File: src/hdl/bdf_velocity_estimator_core_macros.svh
// assertion macros for the velocity estimator core
// the checking forms are compiled out for synthesis
`ifndef BDF_VELOCITY_ESTIMATOR_CORE_MACROS_SVH
`define BDF_VELOCITY_ESTIMATOR_CORE_MACROS_SVH

`ifndef SYNTHESIS

// condition implies consequence in the same cycle
`define BDFVE_ASSERT_HOLDS(lbl, clk, rst, ante, cons, msg) \
  lbl: assert property (@(posedge clk) disable iff (rst) (ante) |-> (cons)) \
    else $error(msg);

// condition implies consequence in the next cycle
`define BDFVE_ASSERT_NEXT(lbl, clk, rst, ante, cons, msg) \
  lbl: assert property (@(posedge clk) disable iff (rst) (ante) |=> (cons)) \
    else $error(msg);

`else

`define BDFVE_ASSERT_HOLDS(lbl, clk, rst, ante, cons, msg)
`define BDFVE_ASSERT_NEXT(lbl, clk, rst, ante, cons, msg)

`endif

`endif

File: src/hdl/bdfve_pkg.sv
package bdfve_pkg;

  // sizes
  localparam int JOINTS     = 8;
  localparam int HIST_DEPTH = 7;
  localparam int JOINT_W    = 3;
  localparam int DATA_W     = 32;
  localparam int DT_W       = 20;
  localparam int ORDER_W    = 3;
  localparam int TAP_W      = 3;
  localparam int COEF_W     = 11;
  localparam int GAIN_W     = 6;
  localparam int DEN_W      = 26;
  localparam int MAG_W      = 44;
  localparam int MAG_SPLIT  = 22;
  localparam int NUM_W      = 63;
  localparam int Q_W        = 32;
  localparam int MAC_A_W    = 33;
  localparam int MAC_B_W    = 21;
  localparam int PROD_W     = MAC_A_W + MAC_B_W;
  localparam int ACC_W      = 64;
  localparam int FILT_LSB   = 16;

  // constants
  localparam int ORDER_RESET = 3;
  localparam int W_FILT      = 58982;
  localparam int W_PREV      = 6554;
  localparam int ROUND_BIAS  = 32768;
  localparam int VEL_SCALE   = 1000000;
  localparam logic [DATA_W-1:0] VEL_MAX = 32'h7FFF_FFFF;
  localparam logic [DATA_W-1:0] VEL_MIN = 32'h8000_0000;

  typedef logic signed [COEF_W-1:0] coef_t;

  // control of the shared multiply-accumulate unit
  typedef struct packed {
    logic en;
    logic clr;
    logic shl;
  } mac_op_t;

  // order register value to the order used, 1 to 6
  function automatic logic [ORDER_W-1:0] clamp_order(input logic [ORDER_W-1:0] v);
    logic [ORDER_W-1:0] r;
    r = v;
    if (v == ORDER_W'(0)) r = ORDER_W'(1);
    if (v == ORDER_W'(7)) r = ORDER_W'(6);
    return r;
  endfunction

  // integer bdf coefficient of one tap, zero beyond the order
  function automatic coef_t bdf_tap(input logic [ORDER_W-1:0] ord,
                                    input logic [TAP_W-1:0] tap);
    coef_t row [8];
    unique case (ord)
      3'd1: row = '{11'sd1, -11'sd1, 11'sd0, 11'sd0, 11'sd0, 11'sd0, 11'sd0, 11'sd0};
      3'd2: row = '{11'sd3, -11'sd4, 11'sd1, 11'sd0, 11'sd0, 11'sd0, 11'sd0, 11'sd0};
      3'd3: row = '{11'sd11, -11'sd18, 11'sd9, -11'sd2, 11'sd0, 11'sd0, 11'sd0, 11'sd0};
      3'd4: row = '{11'sd25, -11'sd48, 11'sd36, -11'sd16, 11'sd3, 11'sd0, 11'sd0, 11'sd0};
      3'd5: row = '{11'sd137, -11'sd300, 11'sd300, -11'sd200, 11'sd75, -11'sd12, 11'sd0,
                    11'sd0};
      default: row = '{11'sd147, -11'sd360, 11'sd450, -11'sd400, 11'sd225, -11'sd72,
                       11'sd10, 11'sd0};
    endcase
    return row[tap];
  endfunction

  // gain of the order, applied to the interval
  function automatic logic [GAIN_W-1:0] bdf_gain(input logic [ORDER_W-1:0] ord);
    logic [GAIN_W-1:0] g;
    unique case (ord)
      3'd1: g = GAIN_W'(1);
      3'd2: g = GAIN_W'(2);
      3'd3: g = GAIN_W'(6);
      3'd4: g = GAIN_W'(12);
      default: g = GAIN_W'(60);
    endcase
    return g;
  endfunction

endpackage

File: src/hdl/bdfve_hist.sv
module bdfve_hist #(
  parameter int JOINTS = bdfve_pkg::JOINTS,
  localparam int SLOT_W = (JOINTS > 1) ? $clog2(JOINTS) : 1
) (
  input  logic                                   clk,
  input  logic                                   rst,
  input  logic [SLOT_W-1:0]                      slot,
  input  logic                                   rd_en,
  input  logic [bdfve_pkg::TAP_W-1:0]            rd_tap,
  output logic signed [bdfve_pkg::DATA_W-1:0]    rd_data,
  input  logic                                   wr_en,
  input  logic [bdfve_pkg::TAP_W-1:0]            wr_tap,
  input  logic signed [bdfve_pkg::DATA_W-1:0]    wr_data
);

  localparam int DEPTH  = JOINTS * bdfve_pkg::HIST_DEPTH;
  localparam int ADDR_W = $clog2(DEPTH);

  logic signed [bdfve_pkg::DATA_W-1:0] hist_mem [DEPTH];
  logic [DEPTH-1:0]                    vld;
  logic [ADDR_W-1:0]                   rd_addr;
  logic [ADDR_W-1:0]                   wr_addr;
  logic signed [bdfve_pkg::DATA_W-1:0] rd_q;
  logic                                rd_vld;

  // row per joint, entry 0 newest
  assign rd_addr = ADDR_W'(slot) * ADDR_W'(bdfve_pkg::HIST_DEPTH) + ADDR_W'(rd_tap);
  assign wr_addr = ADDR_W'(slot) * ADDR_W'(bdfve_pkg::HIST_DEPTH) + ADDR_W'(wr_tap);

  // storage write
  always_ff @(posedge clk) begin
    if (wr_en) begin
      hist_mem[wr_addr] <= wr_data;
    end
  end

  // registered read with its valid bit
  always_ff @(posedge clk) begin
    if (rd_en) begin
      rd_q   <= hist_mem[rd_addr];
      rd_vld <= vld[rd_addr];
    end
  end

  // per-entry valid bits, cleared at reset
  always_ff @(posedge clk) begin
    if (rst) begin
      vld <= '0;
    end else if (wr_en) begin
      vld[wr_addr] <= 1'b1;
    end
  end

  // unwritten entries read as zero
  assign rd_data = rd_vld ? rd_q : '0;

endmodule

File: src/hdl/bdfve_mac.sv
module bdfve_mac (
  input  logic                                  clk,
  input  logic                                  rst,
  input  bdfve_pkg::mac_op_t                    op,
  input  logic signed [bdfve_pkg::MAC_A_W-1:0]  a,
  input  logic signed [bdfve_pkg::MAC_B_W-1:0]  b,
  output logic signed [bdfve_pkg::ACC_W-1:0]    acc
);

  localparam int PROD_W = bdfve_pkg::PROD_W;
  localparam int ACC_W  = bdfve_pkg::ACC_W;
  localparam int SH     = bdfve_pkg::MAG_SPLIT;

  logic signed [PROD_W-1:0] prod;
  bdfve_pkg::mac_op_t       op_q;
  logic signed [ACC_W-1:0]  prod_ext;
  logic signed [ACC_W-1:0]  addend;
  logic signed [ACC_W-1:0]  acc_next;

  // product register
  always_ff @(posedge clk) begin
    prod <= a * b;
  end

  // operation follows its product
  always_ff @(posedge clk) begin
    if (rst) begin
      op_q <= '0;
    end else begin
      op_q <= op;
    end
  end

  // accumulate, optionally with the product shifted up
  always_comb begin
    prod_ext = {{(ACC_W - PROD_W){prod[PROD_W-1]}}, prod};
    addend   = op_q.shl ? {prod_ext[ACC_W-SH-1:0], {SH{1'b0}}} : prod_ext;
    acc_next = op_q.clr ? addend : acc + addend;
  end

  always_ff @(posedge clk) begin
    if (op_q.en) begin
      acc <= acc_next;
    end
  end

endmodule

File: src/hdl/bdfve_div.sv
module bdfve_div (
  input  logic                             clk,
  input  logic                             rst,
  input  logic                             start,
  input  logic [bdfve_pkg::NUM_W-1:0]      num,
  input  logic [bdfve_pkg::DEN_W-1:0]      den,
  output logic                             done,
  output logic [bdfve_pkg::Q_W-1:0]        quot,
  output logic                             ovf
);

  localparam int Q_W   = bdfve_pkg::Q_W;
  localparam int DEN_W = bdfve_pkg::DEN_W;
  localparam int CNT_W = $clog2(Q_W + 1);

  logic [CNT_W-1:0] cnt;
  logic [DEN_W-1:0] rem;
  logic [DEN_W:0]   trial;
  logic [DEN_W:0]   diff;
  logic             fits;
  logic [DEN_W-1:0] rem_next;

  // one quotient bit per cycle
  always_comb begin
    trial    = {rem, quot[Q_W-1]};
    diff     = trial - {1'b0, den};
    fits     = trial >= {1'b0, den};
    rem_next = fits ? diff[DEN_W-1:0] : trial[DEN_W-1:0];
  end

  // iteration counter and done pulse
  always_ff @(posedge clk) begin
    if (rst) begin
      cnt  <= '0;
      done <= 1'b0;
    end else begin
      done <= 1'b0;
      if (start) begin
        cnt <= CNT_W'(Q_W);
      end else if (cnt != '0) begin
        cnt <= cnt - 1'b1;
        if (cnt == CNT_W'(1)) begin
          done <= 1'b1;
        end
      end
    end
  end

  // quotient wider than 32 bits is flagged at once, the rest shifts in
  always_ff @(posedge clk) begin
    if (start) begin
      ovf  <= num[bdfve_pkg::NUM_W-1:Q_W] >= (bdfve_pkg::NUM_W - Q_W)'(den);
      rem  <= num[Q_W+DEN_W-1:Q_W];
      quot <= num[Q_W-1:0];
    end else if (cnt != '0) begin
      rem  <= rem_next;
      quot <= {quot[Q_W-2:0], fits};
    end
  end

endmodule

File: src/hdl/bdf_velocity_estimator_core.sv
// velocity estimator core: per-joint filtered position and bdf derivative
//
// input channel: in_valid / in_stall with joint_index, position,
// measured_velocity and sample_interval; a transaction is taken when
// in_valid is high and in_stall is low
// output channel: out_valid / out_stall with joint_echo, filtered_position,
// velocity_estimate and saturated, one result per input transaction
// config channel: cfg_valid / cfg_ready with cfg_data, the bdf order;
// cfg_ready is always high, write only while the core is idle
//
// from accept to out_valid a sample runs 19 sequencer steps on the shared
// multiply-accumulate unit and the history memory port, then the bit-serial
// divider up to its done pulse, then the finish state that forms the result;
// a new sample is taken only once that result is in the output register
// reset empties the output register, clears all joint histories to zero and
// sets the order to 3; a stalled result stays in the output register, the
// next sample may be processed meanwhile but is held until it is taken
`include "bdf_velocity_estimator_core_macros.svh"

module bdf_velocity_estimator_core #(
  parameter int JOINTS = bdfve_pkg::JOINTS
) (
  input  logic                                    clk,
  input  logic                                    rst,
  input  logic                                    cfg_valid,
  output logic                                    cfg_ready,
  input  logic [bdfve_pkg::ORDER_W-1:0]           cfg_data,
  input  logic                                    in_valid,
  output logic                                    in_stall,
  input  logic [bdfve_pkg::JOINT_W-1:0]           joint_index,
  input  logic signed [bdfve_pkg::DATA_W-1:0]     position,
  input  logic signed [bdfve_pkg::DATA_W-1:0]     measured_velocity,
  input  logic [bdfve_pkg::DT_W-1:0]              sample_interval,
  output logic                                    out_valid,
  input  logic                                    out_stall,
  output logic [bdfve_pkg::JOINT_W-1:0]           joint_echo,
  output logic signed [bdfve_pkg::DATA_W-1:0]     filtered_position,
  output logic signed [bdfve_pkg::DATA_W-1:0]     velocity_estimate,
  output logic                                    saturated
);

  localparam int SLOT_W  = (JOINTS > 1) ? $clog2(JOINTS) : 1;
  localparam int STEP_W  = 5;
  localparam int DATA_W  = bdfve_pkg::DATA_W;
  localparam int MAC_A_W = bdfve_pkg::MAC_A_W;
  localparam int MAC_B_W = bdfve_pkg::MAC_B_W;
  localparam int MAG_W   = bdfve_pkg::MAG_W;
  localparam int SPLIT   = bdfve_pkg::MAG_SPLIT;
  localparam int DEN_W   = bdfve_pkg::DEN_W;
  localparam int TAP_W   = bdfve_pkg::TAP_W;

  // sequencer steps
  localparam logic [STEP_W-1:0] STEP_RD_H0       = 5'd0;
  localparam logic [STEP_W-1:0] STEP_MUL_POS     = 5'd1;
  localparam logic [STEP_W-1:0] STEP_MUL_PREV    = 5'd2;
  localparam logic [STEP_W-1:0] STEP_MUL_BIAS    = 5'd3;
  localparam logic [STEP_W-1:0] STEP_FILT        = 5'd5;
  localparam logic [STEP_W-1:0] STEP_SHIFT_FIRST = 5'd6;
  localparam logic [STEP_W-1:0] STEP_SHIFT_LAST  = 5'd10;
  localparam logic [STEP_W-1:0] STEP_WR_H1       = 5'd11;
  localparam logic [STEP_W-1:0] STEP_WR_H0       = 5'd12;
  localparam logic [STEP_W-1:0] STEP_SUM         = 5'd13;
  localparam logic [STEP_W-1:0] STEP_MUL_LO      = 5'd14;
  localparam logic [STEP_W-1:0] STEP_MUL_HI      = 5'd15;
  localparam logic [STEP_W-1:0] STEP_MUL_HALF    = 5'd16;
  localparam logic [STEP_W-1:0] STEP_DIV         = 5'd18;
  localparam logic [STEP_W-1:0] STEP_TAP_BASE    = 5'd12;
  localparam logic [STEP_W-1:0] STEP_RD_BASE     = 5'd10;

  typedef enum logic [3:0] {
    ST_IDLE = 4'b0001,
    ST_RUN  = 4'b0010,
    ST_DIV  = 4'b0100,
    ST_FIN  = 4'b1000
  } state_t;

  state_t                              state;
  state_t                              state_next;
  logic [STEP_W-1:0]                   step;
  logic [bdfve_pkg::ORDER_W-1:0]       bdf_order;

  // captured transaction
  logic [bdfve_pkg::JOINT_W-1:0]       joint;
  logic [SLOT_W-1:0]                   slot;
  logic [SLOT_W-1:0]                   slot_in;
  logic signed [DATA_W-1:0]            pos;
  logic signed [DATA_W-1:0]            meas;
  logic [bdfve_pkg::DT_W-1:0]          dt;
  logic [bdfve_pkg::ORDER_W-1:0]       order;

  // working registers
  logic signed [DATA_W-1:0]            h0;
  logic signed [DATA_W-1:0]            filt;
  logic signed [DATA_W-1:0]            filt_now;
  logic [MAG_W-1:0]                    mag;
  logic                                neg;
  logic                                sum_zero;
  logic [DEN_W-1:0]                    den;

  // shared unit and memory hookup
  bdfve_pkg::mac_op_t                  mac_op;
  logic signed [MAC_A_W-1:0]           mac_a;
  logic signed [MAC_B_W-1:0]           mac_b;
  logic signed [bdfve_pkg::ACC_W-1:0]  acc;
  logic                                rd_en;
  logic [TAP_W-1:0]                    rd_tap;
  logic signed [DATA_W-1:0]            rd_data;
  logic                                wr_en;
  logic [TAP_W-1:0]                    wr_tap;
  logic signed [DATA_W-1:0]            wr_data;
  logic [STEP_W-1:0]                   tap_up;
  logic [STEP_W-1:0]                   tap_rd;
  logic                                div_start;
  logic                                div_done;
  logic [bdfve_pkg::Q_W-1:0]           quot;
  logic                                div_ovf;

  // result forming
  logic                                in_fire;
  logic                                out_load;
  logic                                dt_zero;
  logic                                q_big;
  logic [DATA_W-1:0]                   limit;
  logic [DATA_W-1:0]                   vel_res;
  logic                                sat_res;

  assign cfg_ready = 1'b1;
  assign in_stall  = (state != ST_IDLE);
  assign in_fire   = in_valid && !in_stall;
  assign out_load  = (state == ST_FIN) && (!out_valid || !out_stall);

  // joint index to history row
  always_comb begin
    slot_in = '0;
    for (int i = 0; i < 8; i++) begin
      if (joint_index == bdfve_pkg::JOINT_W'(i)) begin
        slot_in = SLOT_W'(i % JOINTS);
      end
    end
  end

  // order register
  always_ff @(posedge clk) begin
    if (rst) begin
      bdf_order <= bdfve_pkg::ORDER_W'(bdfve_pkg::ORDER_RESET);
    end else if (cfg_valid && cfg_ready) begin
      bdf_order <= cfg_data;
    end
  end

  // sequencer
  always_comb begin
    state_next = state;
    unique case (state)
      ST_IDLE: if (in_fire) state_next = ST_RUN;
      ST_RUN:  if (step == STEP_DIV) state_next = ST_DIV;
      ST_DIV:  if (div_done) state_next = ST_FIN;
      ST_FIN:  if (out_load) state_next = ST_IDLE;
      default: state_next = ST_IDLE;
    endcase
  end

  always_ff @(posedge clk) begin
    if (rst) begin
      state <= ST_IDLE;
      step  <= '0;
    end else begin
      state <= state_next;
      if (state == ST_RUN) begin
        step <= step + 1'b1;
      end else begin
        step <= '0;
      end
    end
  end

  // step decode: memory port and shared unit operands
  always_comb begin
    mac_op    = '0;
    mac_a     = '0;
    mac_b     = '0;
    rd_en     = 1'b0;
    rd_tap    = '0;
    wr_en     = 1'b0;
    wr_tap    = '0;
    wr_data   = '0;
    div_start = 1'b0;
    filt_now  = acc[bdfve_pkg::FILT_LSB +: DATA_W];
    tap_up    = STEP_TAP_BASE - step;
    tap_rd    = STEP_RD_BASE - step;
    if (state == ST_RUN) begin
      // read older taps, newest last
      if (step >= STEP_FILT && step < STEP_SHIFT_LAST) begin
        rd_en  = 1'b1;
        rd_tap = tap_rd[TAP_W-1:0];
      end
      // shift each tap one place older and weigh it
      if (step >= STEP_SHIFT_FIRST && step <= STEP_SHIFT_LAST) begin
        wr_en   = 1'b1;
        wr_tap  = tap_up[TAP_W-1:0];
        wr_data = rd_data;
        mac_op  = '{en: 1'b1, clr: 1'b0, shl: 1'b0};
        mac_a   = MAC_A_W'(rd_data);
        mac_b   = MAC_B_W'(bdfve_pkg::bdf_tap(order, tap_up[TAP_W-1:0]));
      end
      unique case (step)
        STEP_RD_H0: begin
          rd_en = 1'b1;
        end
        STEP_MUL_POS: begin
          mac_op = '{en: 1'b1, clr: 1'b1, shl: 1'b0};
          mac_a  = MAC_A_W'(pos);
          mac_b  = MAC_B_W'(bdfve_pkg::W_FILT);
        end
        STEP_MUL_PREV: begin
          mac_op = '{en: 1'b1, clr: 1'b0, shl: 1'b0};
          mac_a  = MAC_A_W'(h0);
          mac_b  = MAC_B_W'(bdfve_pkg::W_PREV);
        end
        STEP_MUL_BIAS: begin
          mac_op = '{en: 1'b1, clr: 1'b0, shl: 1'b0};
          mac_a  = MAC_A_W'(1);
          mac_b  = MAC_B_W'(bdfve_pkg::ROUND_BIAS);
        end
        STEP_FILT: begin
          mac_op = '{en: 1'b1, clr: 1'b1, shl: 1'b0};
          mac_a  = MAC_A_W'(filt_now);
          mac_b  = MAC_B_W'(bdfve_pkg::bdf_tap(order, TAP_W'(0)));
        end
        STEP_WR_H1: begin
          wr_en   = 1'b1;
          wr_tap  = TAP_W'(1);
          wr_data = h0;
          mac_op  = '{en: 1'b1, clr: 1'b0, shl: 1'b0};
          mac_a   = MAC_A_W'(h0);
          mac_b   = MAC_B_W'(bdfve_pkg::bdf_tap(order, TAP_W'(1)));
        end
        STEP_WR_H0: begin
          wr_en   = 1'b1;
          wr_tap  = TAP_W'(0);
          wr_data = filt;
        end
        STEP_SUM: begin
          mac_op = '{en: 1'b1, clr: 1'b1, shl: 1'b0};
          mac_a  = MAC_A_W'(dt);
          mac_b  = MAC_B_W'(bdfve_pkg::bdf_gain(order));
        end
        STEP_MUL_LO: begin
          mac_op = '{en: 1'b1, clr: 1'b1, shl: 1'b0};
          mac_a  = MAC_A_W'(mag[SPLIT-1:0]);
          mac_b  = MAC_B_W'(bdfve_pkg::VEL_SCALE);
        end
        STEP_MUL_HI: begin
          mac_op = '{en: 1'b1, clr: 1'b0, shl: 1'b1};
          mac_a  = MAC_A_W'(mag[MAG_W-1:SPLIT]);
          mac_b  = MAC_B_W'(bdfve_pkg::VEL_SCALE);
        end
        STEP_MUL_HALF: begin
          mac_op = '{en: 1'b1, clr: 1'b0, shl: 1'b0};
          mac_a  = MAC_A_W'(den[DEN_W-1:1]);
          mac_b  = MAC_B_W'(1);
        end
        STEP_DIV: begin
          div_start = 1'b1;
        end
        default: begin
        end
      endcase
    end
  end

  // capture the transaction and intermediate values
  always_ff @(posedge clk) begin
    if (in_fire) begin
      joint <= joint_index;
      slot  <= slot_in;
      pos   <= position;
      meas  <= measured_velocity;
      dt    <= sample_interval;
      order <= bdfve_pkg::clamp_order(bdf_order);
    end
    if (state == ST_RUN && step == STEP_MUL_POS) begin
      h0 <= rd_data;
    end
    if (state == ST_RUN && step == STEP_FILT) begin
      filt <= filt_now;
    end
    if (state == ST_RUN && step == STEP_SUM) begin
      neg      <= acc[bdfve_pkg::ACC_W-1];
      sum_zero <= (acc == '0);
      mag      <= acc[bdfve_pkg::ACC_W-1] ? MAG_W'(-acc) : MAG_W'(acc);
    end
    if (state == ST_RUN && step == STEP_MUL_HI) begin
      den <= acc[DEN_W-1:0];
    end
  end

  bdfve_hist #(
    .JOINTS (JOINTS)
  ) u_hist (
    .clk     (clk),
    .rst     (rst),
    .slot    (slot),
    .rd_en   (rd_en),
    .rd_tap  (rd_tap),
    .rd_data (rd_data),
    .wr_en   (wr_en),
    .wr_tap  (wr_tap),
    .wr_data (wr_data)
  );

  bdfve_mac u_mac (
    .clk (clk),
    .rst (rst),
    .op  (mac_op),
    .a   (mac_a),
    .b   (mac_b),
    .acc (acc)
  );

  bdfve_div u_div (
    .clk   (clk),
    .rst   (rst),
    .start (div_start),
    .num   (acc[bdfve_pkg::NUM_W-1:0]),
    .den   (den),
    .done  (div_done),
    .quot  (quot),
    .ovf   (div_ovf)
  );

  // fallback, zero interval and overflow handling
  always_comb begin
    dt_zero = (dt == '0);
    limit   = neg ? bdfve_pkg::VEL_MIN : bdfve_pkg::VEL_MAX;
    q_big   = div_ovf || (!neg && quot[bdfve_pkg::Q_W-1]) ||
              (neg && (quot > bdfve_pkg::VEL_MIN));
    priority if (sum_zero) begin
      vel_res = meas;
      sat_res = dt_zero;
    end else if (dt_zero || q_big) begin
      vel_res = limit;
      sat_res = 1'b1;
    end else begin
      vel_res = neg ? DATA_W'(-quot) : DATA_W'(quot);
      sat_res = 1'b0;
    end
  end

  // output register
  always_ff @(posedge clk) begin
    if (rst) begin
      out_valid <= 1'b0;
    end else if (out_load) begin
      out_valid <= 1'b1;
    end else if (!out_stall) begin
      out_valid <= 1'b0;
    end
  end

  always_ff @(posedge clk) begin
    if (out_load) begin
      joint_echo        <= joint;
      filtered_position <= filt;
      velocity_estimate <= vel_res;
      saturated         <= sat_res;
    end
  end

  // checks
  `BDFVE_ASSERT_NEXT(a_accept_starts_run, clk, rst, in_valid && !in_stall, (state == ST_RUN) && (step == '0), "sequence did not start after an accepted transaction")
  `BDFVE_ASSERT_HOLDS(a_div_done_in_div, clk, rst, div_done, state == ST_DIV, "divider finished outside the divide phase")
  `BDFVE_ASSERT_HOLDS(a_hist_write_in_run, clk, rst, wr_en, state == ST_RUN, "history written outside the run phase")
  `BDFVE_ASSERT_HOLDS(a_result_from_fin, clk, rst, $rose(out_valid), $past(state) == ST_FIN, "result appeared without a finished item")

endmodule

File: config.mk
export PLATFORM = sky130hd
export DESIGN_NAME = bdf_velocity_estimator_core
export DESIGN_NICKNAME = d
export VERILOG_FILES = /design/src/hdl/bdfve_pkg.sv /design/src/hdl/bdfve_hist.sv /design/src/hdl/bdfve_mac.sv /design/src/hdl/bdfve_div.sv /design/src/hdl/bdf_velocity_estimator_core.sv
export VERILOG_INCLUDE_DIRS = /design/src /design/src/hdl
export SDC_FILE = /design/constraint.sdc
export NUM_CORES = 2
export LEC_CHECK = 0
export BUFFER_PORTS_ARGS = -buffer_cell sky130_fd_sc_hd__buf_2
export CAP_MARGIN = 20
export CELL_PAD_IN_SITES_DETAIL_PLACEMENT = 0
export CELL_PAD_IN_SITES_GLOBAL_PLACEMENT = 1
export CORE_MARGIN = 2
export CORE_UTILIZATION = 45
export DETAILED_ROUTE_END_ITERATION = 8
export MAX_ROUTING_LAYER = met4
export PLACE_DENSITY_LB_ADDON = 0.1
export SLEW_MARGIN = 40
export SYNTH_ARGS = -nofsm -noshare
export SYNTH_HDL_FRONTEND = slang
export SYNTH_SLANG_ARGS = --single-unit
File: constraint.sdc
create_clock -name clk -period 30.8 [get_ports clk]
set_input_delay 3.08 -clock clk [delete_from_list [all_inputs] [get_ports clk]]
set_output_delay 3.08 -clock clk [all_outputs]
set_load 0.005 [all_outputs]
# == After elaboration in Yosys (flattened, before gate mapping) ==
# Memories as Yosys holds them, arrays and structs flattened. A register that Yosys moved wholly into a read port is not among the register bits.
# Index checks and enable logic that the tools add are counted.
# classes
n_addsub,10
multipliers,2
n_div,0
magnitude_cmp,11
n_eq_ne,35
shifts,0
mux,69
n_bitwise,4
n_reduce_logical,36
# op_table
op,count
case mux 85 bit (5 select lines),1
two-way mux 32 bit,9
case mux 33 bit (8 select lines),1
two-way mux 88 bit,2
case mux 21 bit (8 select lines),1
two-way mux 64 bit,2
two-way mux 26 bit,3
two-way mux 33 bit,2
adder 64 bit,1
zero test 64 bit,1
case mux 32 bit (2 select lines),1
bitwise OR 56 bit,1
multiplier 33 x 21 -> 54 bit,1
two-way mux 44 bit,1
negation 44 bit,1
two-way mux 21 bit,2
binary-select mux 11 bit (select 3 bit),1
greater-than comparator 32 bit (second input constant),1
negation 32 bit,1
>= comparator 31 x 26 -> 1 bit,1
>= comparator 27 x 26 -> 1 bit,1
subtractor 26 bit,1
equality test 5 x 4 -> 1 bit (second input constant),5
case mux 6 bit (4 select lines),1
52 further kinds,125
# totals
ff_bits,554
latch_bits,0
mem_bits_rw,1792
mem_bits_ro,0
input_bits,95
output_inout_bits,71
elab_cells,203
memories,1
# mem_list
memory,words,word_bits,read_ports,rd_clocked_by_memory_dff,wr,line,rtl
u_hist.hist_mem,56,32,1,1,1,bdfve_hist.sv:19,logic signed [bdfve_pkg::DATA_W-1:0] hist_mem [DEPTH];

# == Depth between registers and ports, before layout ==
# depth
depth_word,11
depth_mapped,41
ltp_nobuf,37

# == Modules after synthesis ==
# From an unflattened synthesis, not the netlist that was laid out.
# hier_totals
hier_cells,8518
hier_area_um2,124642.0
# by_module_without_submodules
mod,instances,cells_per_inst,area_each_um2,seq_area_each_um2
bdfve_hist,1,3052,72036.6,55923.6
bdfve_mac,1,3653,32398.6,3062.9
bdf_velocity_estimator_core,1,1293,15145.8,9178.8
bdfve_div,1,520,5061.1,1911.8

# == Worst setup path after synthesis ==
# Ideal clock, no wire load.
# synth_timing
path_kind,reg2reg
startpoint,register step[0]
endpoint,register u_mac.prod[52]
setup_time_ns,0.123
t_arrival_ns,9.724
required_ns,30.677
setup_slack_ns,20.952
path_stages_with_launch,42
n_path_buf,5
period_less_slack_ns,9.848
path_cell_list,dfxtp_1 -> clkbuf_1 -> clkbuf_1 -> clkinv_1 -> ha_1 -> nor2b_1 -> a21oi_1 -> o21a_1 -> nor2_1 -> nor3_1 -> nand2_1 -> nor3_1 -> a2111oi_0 -> nor2_1 -> clkbuf_1 -> clkbuf_1 -> nand2_1 -> fa_1 -> (+6 left out) -> fa_1 -> fa_1 -> inv_1 -> fa_1 -> inv_1 -> ha_1 -> clkbuf_1 -> a21oi_1 -> o21ai_0 -> a21o_1 -> a221o_1 -> nand3b_1 -> o21ai_0 -> a21oi_1 -> a221o_1 -> a31oi_1 -> a21oi_1 -> xor2_1
# synth_between
elab_chain_len,9
elab_cells_between_ends,26
classes_between,add/sub (1); mul (1); order compare (2); eq/ne (9); mux (9); bitwise (1); reduce/logical (3)
# synth_rtl
element,line,rtl
"start, declared",bdf_velocity_estimator_core.sv:79,logic [STEP_W-1:0] step;
"start signal, assigned",bdf_velocity_estimator_core.sv:170,step <= step + 1'b1;
subtractor 3 bit,bdf_velocity_estimator_core.sv:189,tap_up = STEP_TAP_BASE - step;
inverter 3 -> 4 bit (not written as such),bdfve_pkg.sv:65,return row[tap];
binary-select mux 11 bit (select 3 bit),bdfve_pkg.sv:65,
two-way mux 11 bit (not written as such) (2 in series),bdfve_pkg.sv:65,
two-way mux 21 bit,bdf_velocity_estimator_core.sv:198,if (step >= STEP_SHIFT_FIRST && step <= STEP_SHIFT_LAST) begin
case mux 21 bit (8 select lines),bdf_velocity_estimator_core.sv:206,unique case (step)
two-way mux 21 bit,bdf_velocity_estimator_core.sv:191,if (state == ST_RUN) begin
multiplier 33 x 21 -> 54 bit *,bdfve_mac.sv:22,prod <= a * b;
"end signal, assigned",bdfve_mac.sv:22,
"end, declared",bdfve_mac.sv:14,logic signed [PROD_W-1:0] prod;
# Mark *: on every way between the ends. The rest lies on a longest branch, timed or not. The select of a mux whose other input is x is not followed.
# A chain may end at the register's enable or synchronous reset.

# == Final worst setup path ==
# layout_timing
startpoint,register step[0]
endpoint,register u_mac.prod[53]
# Same word-level chain as after synthesis.

==> run_results.csv <==
group,metric,value,unit
outcome,outcome,"finished, final reports clean",
setup_path,worst-endpoint-arrival,11920,ps
drt,drt_pass1_iterations,9,
sta,worst_pin_slew,1040,ps
pwr,peakVddDrop,0.0541,mV
placement,dp_hpwl,244,mm
die,dieWidth,524,um
pwr,p_int,5.61,mW
sta,fin_skew,100,ps
drt,first_iter_violations,7491,
sta,drv_slew,0,
setup_path,cpMostUsedCell,"fa_1",
sta,setup_tns,0,ps
synth,synth_ff_type,"edfxtp_1",
finish,final_common_cell,"edfxtp_1",
die,start_util,0.453,
finish,final_cell_mix,"edfxtp_1 (2245), inv_1 (903), nand2_1 (689)",
synth,yosysUniqueCellTypes,85,
die,dieArea,275000,sq um
setup_path,path_class,"reg2reg",
clocking,clock_path_buffers,4,
sta,finalHoldViolations,0,
sta,max_freq,88.9,MHz
clocking,htree_levels,5,
finish,syn_to_final_growth,12.9,%
finish,final-seq-area,70100,sq um
synth,synth.yosys.warnings,0,
setup_path,critPathCaptureType,"flip-flop",
clocking,clk_latency,890,ps
clocking,root_buffer,"clkbuf_16",
sta,post-route-min-period,11250,ps
clocking,ctsHoldBuffers,0,
pwr,powerDensity,53.2,nW/um^2
pwr,combPwrFrac,0.070,
finish,nNetsFinal,9569,
sta,setup_viol,0,
drt,drc,0,
drt,drt_wl_total,368,mm
global_route,grt_pass1_vias,73400,
clocking,clock_sinks,2378,
pwr,power_leakage,55.1,nW
pwr,clockPowerShare,0.431,
setup_path,slowest_delay,770,ps
global_route,grt_max_degree,120,
synth,ys_seq_elements,2378,
clocking,postCtsSetupBuffers,0,
global_route,grt_pass1_wl,530,mm
sta,slew-limit-headroom,0.308,
synth,synth_area_per_cell,14.8,sq um
setup_path,cp-start-kind,"flip-flop",
synth,async_flop_share,0,
synth,synth-edff-count,2245,
sta,rsz0062_at_grt,"no",
clocking,cts_resized,0,
drt,via_per_inst,5.84,
synth,seq_area_frac_synth,0.576,
run,cap_violations,0,
finish,final_layout_size_suffix_gt1_frac,0.183,
drt,ant_nets,0,
global_route,antenna_found_initial,20,
clocking,clkSlewWorstSetupHoldPaths,60,ps
global_route,grt_usage,0.278,
placement,routabilityCongestion,0.933,
die,coreArea,268000,sq um
die,rows,190,
finish,fill_cells,22600,
die,dieHeight,524,um
drt,vias,71800,
pwr,switchingPower,1.69,mW
setup_path,crit_required,31480,ps
placement,portBuffers,164,
pwr,pwr-share-seq,0.499,
global_route,gr-total-overflow,0,
setup_path,cp_slowest_cell,"fa_1",
clocking,numCtsBuffers,268,
synth,syn_area,122000,sq um
pwr,netSwitchingFraction,0.232,
die,io-pin-count,166,
finish,multi_input_area,48000,sq um
sta,post-route-period-util,0.365,
worst_hold_path,hold_path.class,"reg2reg",
synth,netlist_instances,8214,
setup_path,cp_max_fo,31,
drt,wl_per_cell,29.9,um
finish,fin_util,0.512,
synth,synth_fp_nets,9260,
clocking,cts_tree,"built",
cells in the mapped netlist (51+ instances only):
master / n / area (sq um)
a21oi_1: 268 / 1340
xnor2_1: 136 / 1190
dfxtp_1: 133 / 2660
nor2_1: 558 / 2090
edfxtp_1: 2245 / 67400
ha_1: 277 / 3470
a222oi_1: 80 / 801
nor3_1: 75 / 375
mux2i_1: 72 / 721
xor2_1: 68 / 596
and2_1: 51 / 319
nor2b_1: 51 / 319
inv_1: 908 / 3410
fa_1: 674 / 13500
nand3_1: 51 / 255
o21ai_0: 255 / 1280
mux4_2: 561 / 12600
clkbuf_1: 306 / 1150
nand2b_1: 64 / 400
a21o_1: 101 / 758
a31oi_1: 70 / 438
nand2_1: 690 / 2590
kinds of logic after synthesis:
family	count (synthesis)	share of synthesized area
xor+xnor	204	0.0147
other cells	1	0.0000308
buf+inv	1274	0.0394
compound gates	1016	0.0544
mux	671	0.113
fa+ha+maj	951	0.139
flops	2378	0.576
simple gates	1719	0.0627
flip-flops by register name, summed over array words and instances, names as in the netlist, 4 cells and up:
| register | cells |
|---|---|
| den | 26 |
| dt | 20 |
| filt | 32 |
| filtered_position | 32 |
| h0 | 32 |
| mag | 44 |
| meas | 32 |
| pos | 32 |
| state | 4 |
| step | 5 |
| u_div.cnt | 6 |
| u_div.quot | 32 |
| u_div.rem | 26 |
| u_hist.hist_mem | 1792 |
| u_hist.rd_q | 32 |
| u_hist.vld | 56 |
| u_mac.acc | 64 |
| u_mac.prod | 54 |
| velocity_estimate | 32 |
critical path, delay by kind of cell (launching register included):
kind,cells,cell delay [ps]
buffers and inverters,8,1470
DFF,1,310
and+or+nand+nor,11,2840
adders and majority gates,9,4780
AOI/OAI and AO/OA,10,1640
metal layers:
metal,GRT usage,wire (um),vias to the layer above
li1,-,-,30800
met1,0.372,153000,38100
met2,0.446,181000,2507
met3,0.0356,22500,484
met4,0.0828,11800,0
met5,-,0,-
through the flow:
stage	worst slack, ps	cells	power [mW]	hold WS, ps	instance area [sq um]
2_1_floorplan	20950	8214	4.05	400	122000
3_3_place_gp	19160	11800	4.21	404	128000
3_5_place_dp	19720	11800	4.22	412	129000
4_1_cts	19640	12300	7.36	459	137000
5_1_grt	18850	12300	7.53	471	137000
6_report	19550	12300	7.30	453	137000
layout make-up:
type,instances,area share
Tap cell,3552,0.0324
Multi-Input combinational cell,4562,0.349
Antenna cell,12,0.000219
Inverter,911,0.0249
Clock inverter,139,0.0105
Sequential cell,2378,0.510
Clock buffer,336,0.0519
Timing Repair Buffer,402,0.0206
final timing paths:
path,start,to,slack (ps),depth (start not counted)
min,joint[1],joint_echo[1],450,0
max reg2reg,step[0],u_mac.prod[53],19550,38
max,step[0],u_mac.prod[53],19550,38
min reg2reg,joint[1],joint_echo[1],450,0
power by group through the flow:
stage / combinational (mW) / clock (mW) / sequential, mW
after floorplan: 0.362 / 0 / 3.69
after global placement: 0.505 / 0 / 3.71
after detailed placement: 0.515 / 0 / 3.71
after CTS: 0.517 / 3.20 / 3.64
after global routing: 0.560 / 3.32 / 3.65
final: 0.512 / 3.14 / 3.64
No activity file was read; power rests on OpenSTA's default activity.
